### config.mk
export PLATFORM = sky130hd
export DESIGN_NAME = management_access_gate_top
export DESIGN_NICKNAME = d
export VERILOG_FILES = /design/src/hw/rtl/mag_pkg.sv /design/src/hw/rtl/management_access_gate_top.sv /design/src/hw/rtl/mag_core.sv /design/src/hw/rtl/mag_sec.sv
export SDC_FILE = /design/constraint.sdc
export NUM_CORES = 2
export LEC_CHECK = 0
export ABC_AREA = 1
export BUFFER_PORTS_ARGS = -buffer_cell sky130_fd_sc_hd__buf_2
export CELL_PAD_IN_SITES_DETAIL_PLACEMENT = 1
export CELL_PAD_IN_SITES_GLOBAL_PLACEMENT = 2
export CORE_ASPECT_RATIO = 0.75
export CORE_MARGIN = 2
export CORE_UTILIZATION = 43
export CTS_BUF_LIST = sky130_fd_sc_hd__clkbuf_4 sky130_fd_sc_hd__clkbuf_8
export DETAILED_ROUTE_END_ITERATION = 8
export GPL_ROUTABILITY_DRIVEN = 0
export PLACE_DENSITY_LB_ADDON = 0.1
export SYNTH_ARGS = -nofsm -noshare
export SYNTH_HDL_FRONTEND = slang
export SYNTH_SLANG_ARGS = --single-unit
### constraint.sdc
create_clock -name aclk -period 23.2 [get_ports aclk]
set_input_delay 3.48 -clock aclk [delete_from_list [all_inputs] [get_ports aclk]]
set_output_delay 3.48 -clock aclk [all_outputs]
set_load 0.01 [all_outputs]
### src/hw/rtl/mag_pkg.sv
// mag_pkg: types, codes and constants shared by the management access gate.
// No dependencies; used by mag_core, mag_sec and management_access_gate_top.
package mag_pkg;

    // Input beat
    typedef struct packed {
        logic [2:0]  command;
        logic [1:0]  path;
        logic [15:0] source;
        logic        individual;
        logic [2:0]  new_mask;
        logic [31:0] now_ms;
    } mag_in_t;

    // Result beat
    typedef struct packed {
        logic        permitted;
        logic [2:0]  allowed_now;
        logic        unlock_active;
        logic [21:0] unlock_left_s;
        logic [31:0] refusals;
        logic [1:0]  last_refused_path;
        logic [15:0] last_refused_source;
        logic [2:0]  report;
        logic [31:0] summary_count;
    } mag_out_t;

    // Fields that pass through the seconds stages unchanged
    typedef struct packed {
        logic        permitted;
        logic [2:0]  allowed_now;
        logic        unlock_active;
        logic [31:0] refusals;
        logic [1:0]  last_refused_path;
        logic [15:0] last_refused_source;
        logic [2:0]  report;
        logic [31:0] summary_count;
    } mag_flags_t;

    // Decision stage -> seconds stages
    typedef struct packed {
        mag_flags_t  flags;
        logic [31:0] deadline;
        logic [31:0] now_ms;
    } mag_stage_t;

    typedef enum logic [2:0] {
        CMD_FRAME       = 3'd0,
        CMD_SET_MASK    = 3'd1,
        CMD_TOGGLE_TP   = 3'd2,
        CMD_TOGGLE_NET  = 3'd3,
        CMD_TOGGLE_ALL  = 3'd4,
        CMD_UNLOCK      = 3'd5,
        CMD_CANCEL      = 3'd6,
        CMD_TICK        = 3'd7
    } mag_cmd_t;

    localparam logic [2:0] RPT_NONE       = 3'd0;
    localparam logic [2:0] RPT_REFUSED    = 3'd1;
    localparam logic [2:0] RPT_CLIENT     = 3'd2;
    localparam logic [2:0] RPT_SUPPRESSED = 3'd3;
    localparam logic [2:0] RPT_EXPIRED    = 3'd4;
    localparam logic [2:0] RPT_SUMMARY    = 3'd5;
    localparam logic [2:0] RPT_CANCELLED  = 3'd6;

    localparam logic [1:0] CFG_DURATION = 2'd0;
    localparam logic [1:0] CFG_GRACE    = 2'd1;
    localparam logic [1:0] CFG_INTERVAL = 2'd2;

    localparam logic [1:0] ARRIVE_ROUTING = 2'd0;
    localparam logic [1:0] ARRIVE_TP      = 2'd1;
    localparam logic [1:0] ARRIVE_TUNNEL  = 2'd2;
    localparam logic [1:0] ARRIVE_UNKNOWN = 2'd3;

    localparam logic [2:0] OPEN_TP      = 3'd1;
    localparam logic [2:0] OPEN_TUNNEL  = 3'd2;
    localparam logic [2:0] OPEN_ROUTING = 3'd4;
    localparam logic [2:0] OPEN_NET     = 3'd6;
    localparam logic [2:0] OPEN_ALL     = 3'd7;

    localparam logic [30:0] DURATION_RESET = 31'd900000;
    localparam logic [30:0] GRACE_RESET    = 31'd60000;
    localparam logic [30:0] INTERVAL_RESET = 31'd10000;

    // Seconds rounded up: (d + 999) / 1000 = ((x >> 3) * RECIP_125) >> 36
    localparam logic [31:0] ROUND_UP_MS = 32'd999;
    localparam logic [29:0] RECIP_125   = 30'h20C4_9BA6;
    localparam int          RECIP_SHIFT = 36;

endpackage

### src/hw/rtl/management_access_gate_top.sv
// management_access_gate_top: top level of the management access gate.
// Depends on mag_pkg, mag_core and mag_sec.
//
// Usage
//   s_ channel: one beat per frame check or command (set/toggle mask,
//   unlock, cancel, tick), carrying the time in ms. m_ channel: one result
//   beat per input beat, in order: verdict, mask, unlock state and
//   remaining seconds, refusal counters and a report code.
//   cfg_we/cfg_index/cfg_wdata write the unlock duration, grace time and
//   report interval; write only while the gate is idle.
// Pipeline: a result beat passes the decision, rounding and result
//   registers in that order before it is on m_.
// Throughput: one beat per cycle while no result is held on m_. Gate state
//   is updated at the accepting edge, so the next beat sees it straight away.
// Stall: the three stages advance together. While a result waits on
//   m_ready low, s_ready is low; otherwise beats flow every cycle.
// Reset: aresetn low (synchronous) empties the pipeline, opens every path,
//   stops any unlock, clears the counters and restores register defaults.
module management_access_gate_top (
    input  logic                 aclk,
    input  logic                 aresetn,
    input  logic                 s_valid,
    output logic                 s_ready,
    input  mag_pkg::mag_in_t     s_data,
    output logic                 m_valid,
    input  logic                 m_ready,
    output mag_pkg::mag_out_t    m_data,
    input  logic                 cfg_we,
    input  logic [1:0]           cfg_index,
    input  logic [30:0]          cfg_wdata
);

    logic en;
    logic accept;
    logic a_valid_reg, b_valid_reg, m_valid_reg;

    mag_pkg::mag_stage_t stage;

    // whole pipeline moves unless a result is held by the receiver
    assign en      = !m_valid_reg || m_ready;
    assign s_ready = en;
    assign accept  = s_valid && en;

    always_ff @(posedge aclk) begin
        if (!aresetn) begin
            a_valid_reg <= 1'b0;
            b_valid_reg <= 1'b0;
            m_valid_reg <= 1'b0;
        end else if (en) begin
            a_valid_reg <= s_valid;
            b_valid_reg <= a_valid_reg;
            m_valid_reg <= b_valid_reg;
        end
    end

    mag_core u_core (
        .aclk      (aclk),
        .aresetn   (aresetn),
        .cfg_we    (cfg_we),
        .cfg_index (cfg_index),
        .cfg_wdata (cfg_wdata),
        .accept    (accept),
        .en        (en),
        .in_item   (s_data),
        .stage_q   (stage)
    );

    mag_sec u_sec (
        .aclk     (aclk),
        .en       (en),
        .stage_d  (stage),
        .result_q (m_data)
    );

    assign m_valid = m_valid_reg;

    // remaining seconds only while an unlock runs
    a_left_needs_unlock: assert property (@(posedge aclk) disable iff (!aresetn)
        (m_valid && m_data.unlock_left_s != 22'd0) |-> m_data.unlock_active)
        else $error("unlock seconds without active unlock");

    // a let-in frame never raises a report
    a_permit_quiet: assert property (@(posedge aclk) disable iff (!aresetn)
        (m_valid && m_data.permitted) |-> (m_data.report == mag_pkg::RPT_NONE))
        else $error("report on permitted frame");

    // summary count only goes out with a summary report
    a_summary_code: assert property (@(posedge aclk) disable iff (!aresetn)
        (m_valid && m_data.summary_count != 32'd0)
        |-> (m_data.report == mag_pkg::RPT_SUMMARY))
        else $error("summary count without summary report");

    // input only held off while a result is waiting
    a_stall_cause: assert property (@(posedge aclk) disable iff (!aresetn)
        !s_ready |-> (m_valid && !m_ready))
        else $error("input stalled without output backpressure");

    // a beat accepted with the pipeline moving reaches stage one
    a_fill: assert property (@(posedge aclk) disable iff (!aresetn)
        (s_valid && s_ready) |=> a_valid_reg)
        else $error("accepted beat lost");

endmodule

### src/hw/rtl/mag_core.sv
// mag_core: configuration registers, gate state and per-beat decision.
// Depends on mag_pkg. Registers the decision for the seconds stages.
module mag_core (
    input  logic                  aclk,
    input  logic                  aresetn,
    input  logic                  cfg_we,
    input  logic [1:0]            cfg_index,
    input  logic [30:0]           cfg_wdata,
    input  logic                  accept,
    input  logic                  en,
    input  mag_pkg::mag_in_t      in_item,
    output mag_pkg::mag_stage_t   stage_q
);

    logic [30:0] duration_reg, grace_reg, interval_reg;

    logic [2:0]  allowed_reg, allowed_next;
    logic [2:0]  remembered_reg, remembered_next;
    logic [31:0] deadline_reg, deadline_next;
    logic [31:0] refused_reg, refused_next;
    logic [1:0]  lpath_reg, lpath_next;
    logic [15:0] lsrc_reg, lsrc_next;
    logic [31:0] rtime_reg, rtime_next;
    logic [31:0] supp_reg, supp_next;

    mag_pkg::mag_stage_t stage_reg, stage_next;

    logic [2:0]  path_bit;
    logic        path_open;
    logic [31:0] at_least, ext_diff, since_report, since_deadline;
    logic [31:0] interval_ext;
    logic        permitted;
    logic [2:0]  report;
    logic [31:0] summary;
    logic [2:0]  net_rem;

    always_ff @(posedge aclk) begin
        if (!aresetn) begin
            duration_reg <= mag_pkg::DURATION_RESET;
            grace_reg    <= mag_pkg::GRACE_RESET;
            interval_reg <= mag_pkg::INTERVAL_RESET;
        end else if (cfg_we) begin
            case (cfg_index)
                mag_pkg::CFG_DURATION: duration_reg <= cfg_wdata;
                mag_pkg::CFG_GRACE:    grace_reg    <= cfg_wdata;
                mag_pkg::CFG_INTERVAL: interval_reg <= cfg_wdata;
                default: ;
            endcase
        end
    end

    always_comb begin
        case (in_item.path)
            mag_pkg::ARRIVE_ROUTING: path_bit = mag_pkg::OPEN_ROUTING;
            mag_pkg::ARRIVE_TP:      path_bit = mag_pkg::OPEN_TP;
            mag_pkg::ARRIVE_TUNNEL:  path_bit = mag_pkg::OPEN_TUNNEL;
            default:                 path_bit = 3'd0;
        endcase
    end

    assign path_open      = (in_item.path == mag_pkg::ARRIVE_UNKNOWN)
                            || ((allowed_reg & path_bit) != 3'd0);
    assign at_least       = in_item.now_ms + {1'b0, grace_reg};
    assign ext_diff       = at_least - deadline_reg;
    assign since_report   = in_item.now_ms - rtime_reg;
    assign since_deadline = in_item.now_ms - deadline_reg;
    assign interval_ext   = {1'b0, interval_reg};
    assign net_rem        = remembered_reg & mag_pkg::OPEN_NET;

    always_comb begin
        allowed_next    = allowed_reg;
        remembered_next = remembered_reg;
        deadline_next   = deadline_reg;
        refused_next    = refused_reg;
        lpath_next      = lpath_reg;
        lsrc_next       = lsrc_reg;
        rtime_next      = rtime_reg;
        supp_next       = supp_reg;
        permitted       = 1'b0;
        report          = mag_pkg::RPT_NONE;
        summary         = 32'd0;

        unique case (mag_pkg::mag_cmd_t'(in_item.command))
            mag_pkg::CMD_FRAME: begin
                if (path_open) begin
                    permitted = 1'b1;
                end else if (deadline_reg != 32'd0) begin
                    // unlock running: individual frame keeps at least the grace time
                    if (in_item.individual && ext_diff != 32'd0 && !ext_diff[31]) begin
                        deadline_next = at_least | 32'd1;
                    end
                    permitted = 1'b1;
                end else if (in_item.individual) begin
                    refused_next = refused_reg + 32'd1;
                    lpath_next   = in_item.path;
                    lsrc_next    = in_item.source;
                    if (rtime_reg != 32'd0 && since_report < interval_ext) begin
                        supp_next = supp_reg + 32'd1;
                        report    = mag_pkg::RPT_SUPPRESSED;
                    end else begin
                        report     = (in_item.source != 16'd0) ? mag_pkg::RPT_REFUSED
                                                               : mag_pkg::RPT_CLIENT;
                        rtime_next = in_item.now_ms;
                    end
                end
            end
            mag_pkg::CMD_SET_MASK: begin
                allowed_next = in_item.new_mask;
                if (in_item.new_mask != 3'd0) begin
                    remembered_next = in_item.new_mask;
                end
            end
            mag_pkg::CMD_TOGGLE_TP: begin
                allowed_next = allowed_reg ^ mag_pkg::OPEN_TP;
            end
            mag_pkg::CMD_TOGGLE_NET: begin
                if ((allowed_reg & mag_pkg::OPEN_NET) != 3'd0) begin
                    remembered_next = allowed_reg;
                    allowed_next    = allowed_reg & ~mag_pkg::OPEN_NET;
                end else begin
                    allowed_next = allowed_reg
                                   | ((net_rem != 3'd0) ? net_rem : mag_pkg::OPEN_NET);
                end
            end
            mag_pkg::CMD_TOGGLE_ALL: begin
                if (allowed_reg != 3'd0) begin
                    remembered_next = allowed_reg;
                    allowed_next    = 3'd0;
                end else begin
                    allowed_next = (remembered_reg != 3'd0) ? remembered_reg
                                                            : mag_pkg::OPEN_ALL;
                end
            end
            mag_pkg::CMD_UNLOCK: begin
                deadline_next = (in_item.now_ms + {1'b0, duration_reg}) | 32'd1;
            end
            mag_pkg::CMD_CANCEL: begin
                if (deadline_reg != 32'd0) begin
                    deadline_next = 32'd0;
                    report        = mag_pkg::RPT_CANCELLED;
                end
            end
            mag_pkg::CMD_TICK: begin
                if (deadline_reg != 32'd0 && !since_deadline[31]) begin
                    deadline_next = 32'd0;
                    report        = mag_pkg::RPT_EXPIRED;
                end
                if (supp_reg != 32'd0 && since_report >= interval_ext) begin
                    summary    = supp_reg;
                    report     = mag_pkg::RPT_SUMMARY;
                    supp_next  = 32'd0;
                    rtime_next = in_item.now_ms;
                end
            end
            default: ;
        endcase

        stage_next.flags.permitted           = permitted;
        stage_next.flags.allowed_now         = allowed_next;
        stage_next.flags.unlock_active       = (deadline_next != 32'd0);
        stage_next.flags.refusals            = refused_next;
        stage_next.flags.last_refused_path   = lpath_next;
        stage_next.flags.last_refused_source = lsrc_next;
        stage_next.flags.report              = report;
        stage_next.flags.summary_count       = summary;
        stage_next.deadline                  = deadline_next;
        stage_next.now_ms                    = in_item.now_ms;
    end

    always_ff @(posedge aclk) begin
        if (!aresetn) begin
            allowed_reg    <= mag_pkg::OPEN_ALL;
            remembered_reg <= mag_pkg::OPEN_ALL;
            deadline_reg   <= 32'd0;
            refused_reg    <= 32'd0;
            lpath_reg      <= 2'd0;
            lsrc_reg       <= 16'd0;
            rtime_reg      <= 32'd0;
            supp_reg       <= 32'd0;
        end else if (accept) begin
            allowed_reg    <= allowed_next;
            remembered_reg <= remembered_next;
            deadline_reg   <= deadline_next;
            refused_reg    <= refused_next;
            lpath_reg      <= lpath_next;
            lsrc_reg       <= lsrc_next;
            rtime_reg      <= rtime_next;
            supp_reg       <= supp_next;
        end
    end

    always_ff @(posedge aclk) begin
        if (en) begin
            stage_reg <= stage_next;
        end
    end

    assign stage_q = stage_reg;

endmodule

### src/hw/rtl/mag_sec.sv
// mag_sec: remaining-unlock seconds, rounded up, in two registered stages.
// Depends on mag_pkg. Difference and rounding first, then reciprocal multiply.
module mag_sec (
    input  logic                  aclk,
    input  logic                  en,
    input  mag_pkg::mag_stage_t   stage_d,
    output mag_pkg::mag_out_t     result_q
);

    logic [31:0] diff;
    logic        left_ok;

    mag_pkg::mag_flags_t flags_reg;
    logic [31:0]         x_reg;
    logic                ok_reg;

    logic [58:0]         prod;
    logic [21:0]         left_s;
    mag_pkg::mag_out_t   result_reg, result_next;

    // ms still to run; only counts when the deadline lies strictly ahead
    assign diff    = stage_d.deadline - stage_d.now_ms;
    assign left_ok = (stage_d.deadline != 32'd0) && (diff != 32'd0) && !diff[31];

    always_ff @(posedge aclk) begin
        if (en) begin
            flags_reg <= stage_d.flags;
            x_reg     <= diff + mag_pkg::ROUND_UP_MS;
            ok_reg    <= left_ok;
        end
    end

    assign prod   = x_reg[31:3] * mag_pkg::RECIP_125;
    assign left_s = ok_reg ? prod[mag_pkg::RECIP_SHIFT +: 22] : 22'd0;

    always_comb begin
        result_next.permitted           = flags_reg.permitted;
        result_next.allowed_now         = flags_reg.allowed_now;
        result_next.unlock_active       = flags_reg.unlock_active;
        result_next.unlock_left_s       = left_s;
        result_next.refusals            = flags_reg.refusals;
        result_next.last_refused_path   = flags_reg.last_refused_path;
        result_next.last_refused_source = flags_reg.last_refused_source;
        result_next.report              = flags_reg.report;
        result_next.summary_count       = flags_reg.summary_count;
    end

    always_ff @(posedge aclk) begin
        if (en) begin
            result_reg <= result_next;
        end
    end

    assign result_q = result_reg;

endmodule
# Word-level counts from Yosys, hierarchy flattened
# Cells that the tools add are included.
# Widths: inputs -> output; s select.
# classes
addsub	9
mul	1
div	0
n_lt_le_gt_ge	2
n_eq_ne	21
n_shift	0
mux	51
n_bitwise	3
n_reduce_logical	40
# op_table
op	count
$mux 32	19
$reduce_bool 32->1	7
$pmux 32 s2	2
$pmux 32 s4	1
$sub 32x32->32	4
$add 32x1->32 const B	2
$add 32x31->32	2
$mux 16	4
$mul 29x29->57 const B	1
$mux 3	14
$add 32x10->32 const B	1
$ge 32x31->1	1
$lt 32x31->1	1
$pmux 3 s3	3
$reduce_bool 3->1	7
$reduce_bool 16->1	1
$reduce_and 7->1	2
$eq 3x3->1 const B	4
$pmux 3 s4	1
$mux 2	5
$ne 2x1->1 const B	5
$logic_and 1x1->1	8
$ne 2x2->1 const B	4
$reduce_and 2->1	4
other kinds (14)	24
# totals
regBits	637
latch_bits	0
ramBits	0
rom_bits	0
output_inout_bits	114
elab_cells	170
mem_count	0

# Logic depth before layout (Yosys ltp)
# depth
depth_word	10
ltp_mapped	38

# Cells and area by module
# A second synthesis with hierarchy kept.
# unflattened
hier_cells	6490
hier_area_um2	51577.0
# modules_own_cells
module	instances	cells_each	area_each_um2	seq_area_each_um2
mag_core	1	3698	26232.7	9529.1
mag_sec	1	2777	25227.9	6966.7
management_access_gate_top	1	15	116.4	60.1

# Worst setup path after synthesis
# OpenSTA, ideal clock, no wires.
# synth_path
path_type	input to output
startpoint	input port m_ready
endpoint	output port s_ready
arrival_time_ps	11070
t_required_ps	19720
setup_slack_ps	8650
cell_stages	2
path_buffers	0
path_cell_list	nor2_1 > inv_1
# synth_via
elab_chain_cells	1
# synth_lines
element	line_no	source
from (decl)	management_access_gate_top.sv:26	input logic m_ready,
$logic_or 1x1->1	management_access_gate_top.sv:40	assign en = !m_valid_reg || m_ready;
to (decl)	management_access_gate_top.sv:23	output logic s_ready,
# No other way between the ends.

==> summary.txt <==
Yosys
  – Synthesized area: 49200 um2
  – Post-Synth XOR/XNOR Area: 3.02%
  – Adder-cell area share of the yosys netlist: about a quarter
  – Leading post-synthesis cells by cell area: edfxtp_1, ha_1, fa_1
  – Largest family of logic cells by synthesized area: adder cells
  – Yosys warnings: 0
  – Top cell type's share of synthesized area: 23.6%
  – Ys async rst share: 0%
  – Syn Area/Cell: 8.47 um2
  – Syn_nets: just under 7k
  – Synth Area in Compound Gates: about 11%
  – EDFF count, synth: 386
  – Yosys reg bits: around 630
  – Synth unique cells: 69
  – Post-synth top area cell: edfxtp_1
  – Simple-gate share of the synthesized area: 17.7%
  – Most used DFF post-synth: edfxtp_1
  – Post-synthesis sequential area ratio: 33.6%
  – Multiplexer area fraction after synthesis: 0%
  – Syn Inst Count: 5814

Worst setup path
  – Crit path DAT: 10.18 ns
  – Crit path max fanout: 33
  – Reg2Reg Depth: 23
  – Setup crit start kind: input pin
  – Critical path type: input pin to register
  – Crit-path max cell delay: around 0.57 ns
  – CP dominant cell by count: nand2_1
  – Required @ worst endpoint: ~24 ns
  – Critical path's slowest cell: o21ai_0
  – Critical Path Sink Type: register

Timing
  – Clk_skew: about 0.072 ns
  – Hold Violations, Final: 0
  – RSZ-0062 raised after global routing: false
  – Worst slew pin tran: approximately 1.2 ns
  – Final setup vio count: 0
  – PnR worst setup slack: 13.57 ns
  – Sum of negative setup slack: 0 ns
  – Hold WS: just under 0.4 ns
  – Tmin final: 9.63 ns
  – Tcrit/Tclk final: 41.5%
  – Final Slew Violations: 0
  – Relative slew slack: 20.0%
  – Fmax: 0.104 GHz

Hold path
  – Hold/Removal Path Class: register to register
  – Hold Path Stages: 0

Clock tree
  – Hold buffer count at cts: 0
  – Worst-case clock buffer depth: 3
  – Clock buffer count from CTS: 106
  – CTS clk-pin slew, worst paths: 0.07 ns
  – CTS tree: done
  – CTS root buf: clkbuf_8
  – Clock sinks: 634
  – Htree depth: 3
  – Clk_lat worst skew: approximately 0.85 ns
  – Post-CTS Setup Inserts: 0
  – CTS resizes: 0

Global routing
  – Largest net degree at the start of global routing: 93
  – Most Crowded Layer GR: met2
  – M1 GR Usage: 39.0%
  – Antenna violations before repair: 8
  – Number of global-route vias before repair: between 40k and 50k
  – GRT Total Usage: 27.7%
  – First-pass GRT wire length: 253 mm
  – GR Overflow Total: 0
  – Met3 GRT Util: 3.62%
  – Routing usage on met2: between 40% and 50%

Floorplan
  – CORE AREA: between 100000 and 150000 um2
  – Cell Rows: 107
  – Die area: 117000 um2
  – Initial core utilization: 43.4%
  – Die height: 297 um
  – Top-level I/O count: roughly 210
  – Die W: 395 um

Outcome
  – Outcome: finished clean

Finish
  – Fin area: 54400 um2
  – Nets: 6995
  – Area delta synth->final: 10.5%
  – Multi-input gate area: about 28000 um2
  – Largest register FFs: approximately 150
  – FILL cells: 13.6k
  – Layout cells sized above 1: about 8.6%
  – Sequential cell area: 16600 um2

Detailed routing
  – DRT iter0 DRCs: 2635
  – DRT Pass-1 Iters: 5
  – Drt total wl: 163 mm
  – Vias per cell: 5.33
  – Drc violations: 0
  – DR vias: approximately 41k
  – Antenna-violating nets left: 0
  – Drt wl/cell: 21.3 um

Flow run
  – Max Cap Viol: 0

Placed design
  – Placed cell area: about 52000 um2
  – Setup slack at placement: around 13 ns
  – Count of input and output buffers: 208
  – Hpwl dp: 130 mm
## synthesized netlist by cell type, types with 19 or more instances
cell,n
nand2_1,916
nand3_1,270
edfxtp_1,386
nor2_1,562
o211ai_1,19
nor3_1,72
dfxtp_1,248
nor2_2,21
nor4_1,52
o21a_1,27
ha_1,581
clkbuf_1,85
a31oi_1,28
a21oi_1,469
fa_1,270
o21ai_0,307
inv_1,1033
xnor2_1,35
nand4_1,92
xor2_1,131
## layer usage
metal / vias to the layer above / wire length [um]
met1: 20200 / 77000
met5: - / 0
met3: 178 / 6920
met2: 856 / 76100
li1: 19700 / -
met4: 0 / 3170
## layout make-up
type | instances | share of cell area [%]
repair buffers | 243 | 2.40
flip-flops and latches | 634 | 30.5
inverters | 1047 | 7.25
well taps | 1526 | 3.51
diodes | 4 | 0.0184
clock inverters | 41 | 0.787
multi-input cells | 4017 | 51.9
clock buffers | 160 | 3.64
## final timing paths
kind | from | end | slack, ns
worst max-delay path | s_data[1] | u_core.stage_q[149] | 13.57
worst min-delay path | u_sec.flags_reg[9] | u_sec.result_q[9] | 0.39
worst max register to register | u_sec.x_reg[12] | u_sec.result_q[106] | 15.63
worst min register to register | u_sec.flags_reg[9] | u_sec.result_q[9] | 0.39
## logic make-up (layout without fill, tap and decap cells)
kind of cell | Yosys count | in the layout
AO/OA/AOI/OAI | 965 | 965
XOR/XNOR | 168 | 168
adder cells (fa/ha/maj) | 851 | 851
buffers and inverters | 1163 | 1491
flip-flops | 634 | 634
other | 0 | 4
AND/OR/NAND/NOR | 2033 | 2033
## layout by cell type, fill, tap and decap left out, types with 13 or more instances in the layout
cell type | netlist | routed
edfxtp_1 | 386 | 386
o21ai_0 | 307 | 307
clkbuf_8 | 0 | 124
nor2_2 | 21 | 21
clkbuf_4 | 0 | 36
a21o_1 | 18 | 18
nand2_1 | 916 | 915
nand4_1 | 92 | 92
inv_1 | 1033 | 1032
buf_4 | 7 | 36
o211ai_1 | 19 | 19
o21bai_1 | 18 | 18
xnor2_1 | 35 | 35
buf_2 | 16 | 207
clkinv_1 | 3 | 13
nor4_1 | 52 | 52
dfxtp_1 | 248 | 248
a21oi_1 | 469 | 469
fa_1 | 270 | 270
nor3_1 | 72 | 71
xor2_1 | 131 | 131
o21a_1 | 27 | 27
clkinv_2 | 0 | 18
nand3_1 | 270 | 270
nor2_1 | 562 | 560
a31oi_1 | 28 | 28
ha_1 | 581 | 581
## worst max-delay path: cells and delay by family
| kind | cells | cell delay (ns) |
|---|---|---|
| buffers and inverters | 3 | 0.46 |
| AND/OR/NAND/NOR | 27 | 4.03 |
| AO/OA/AOI/OAI | 4 | 1.31 |
| adder cells (fa/ha/maj) | 2 | 0.85 |
## metrics by stage
step | utilization [%] | std cells
floorplan | - | 5814
global placement | 45.8 | 7467
detailed placement | 45.8 | 7467
CTS | 47.9 | 7668
global route | 47.9 | 7669
finish | 47.9 | 7672
Power is not shown: default switching activity piles up to over one toggle a cycle in this logic, so the estimate is an artifact.
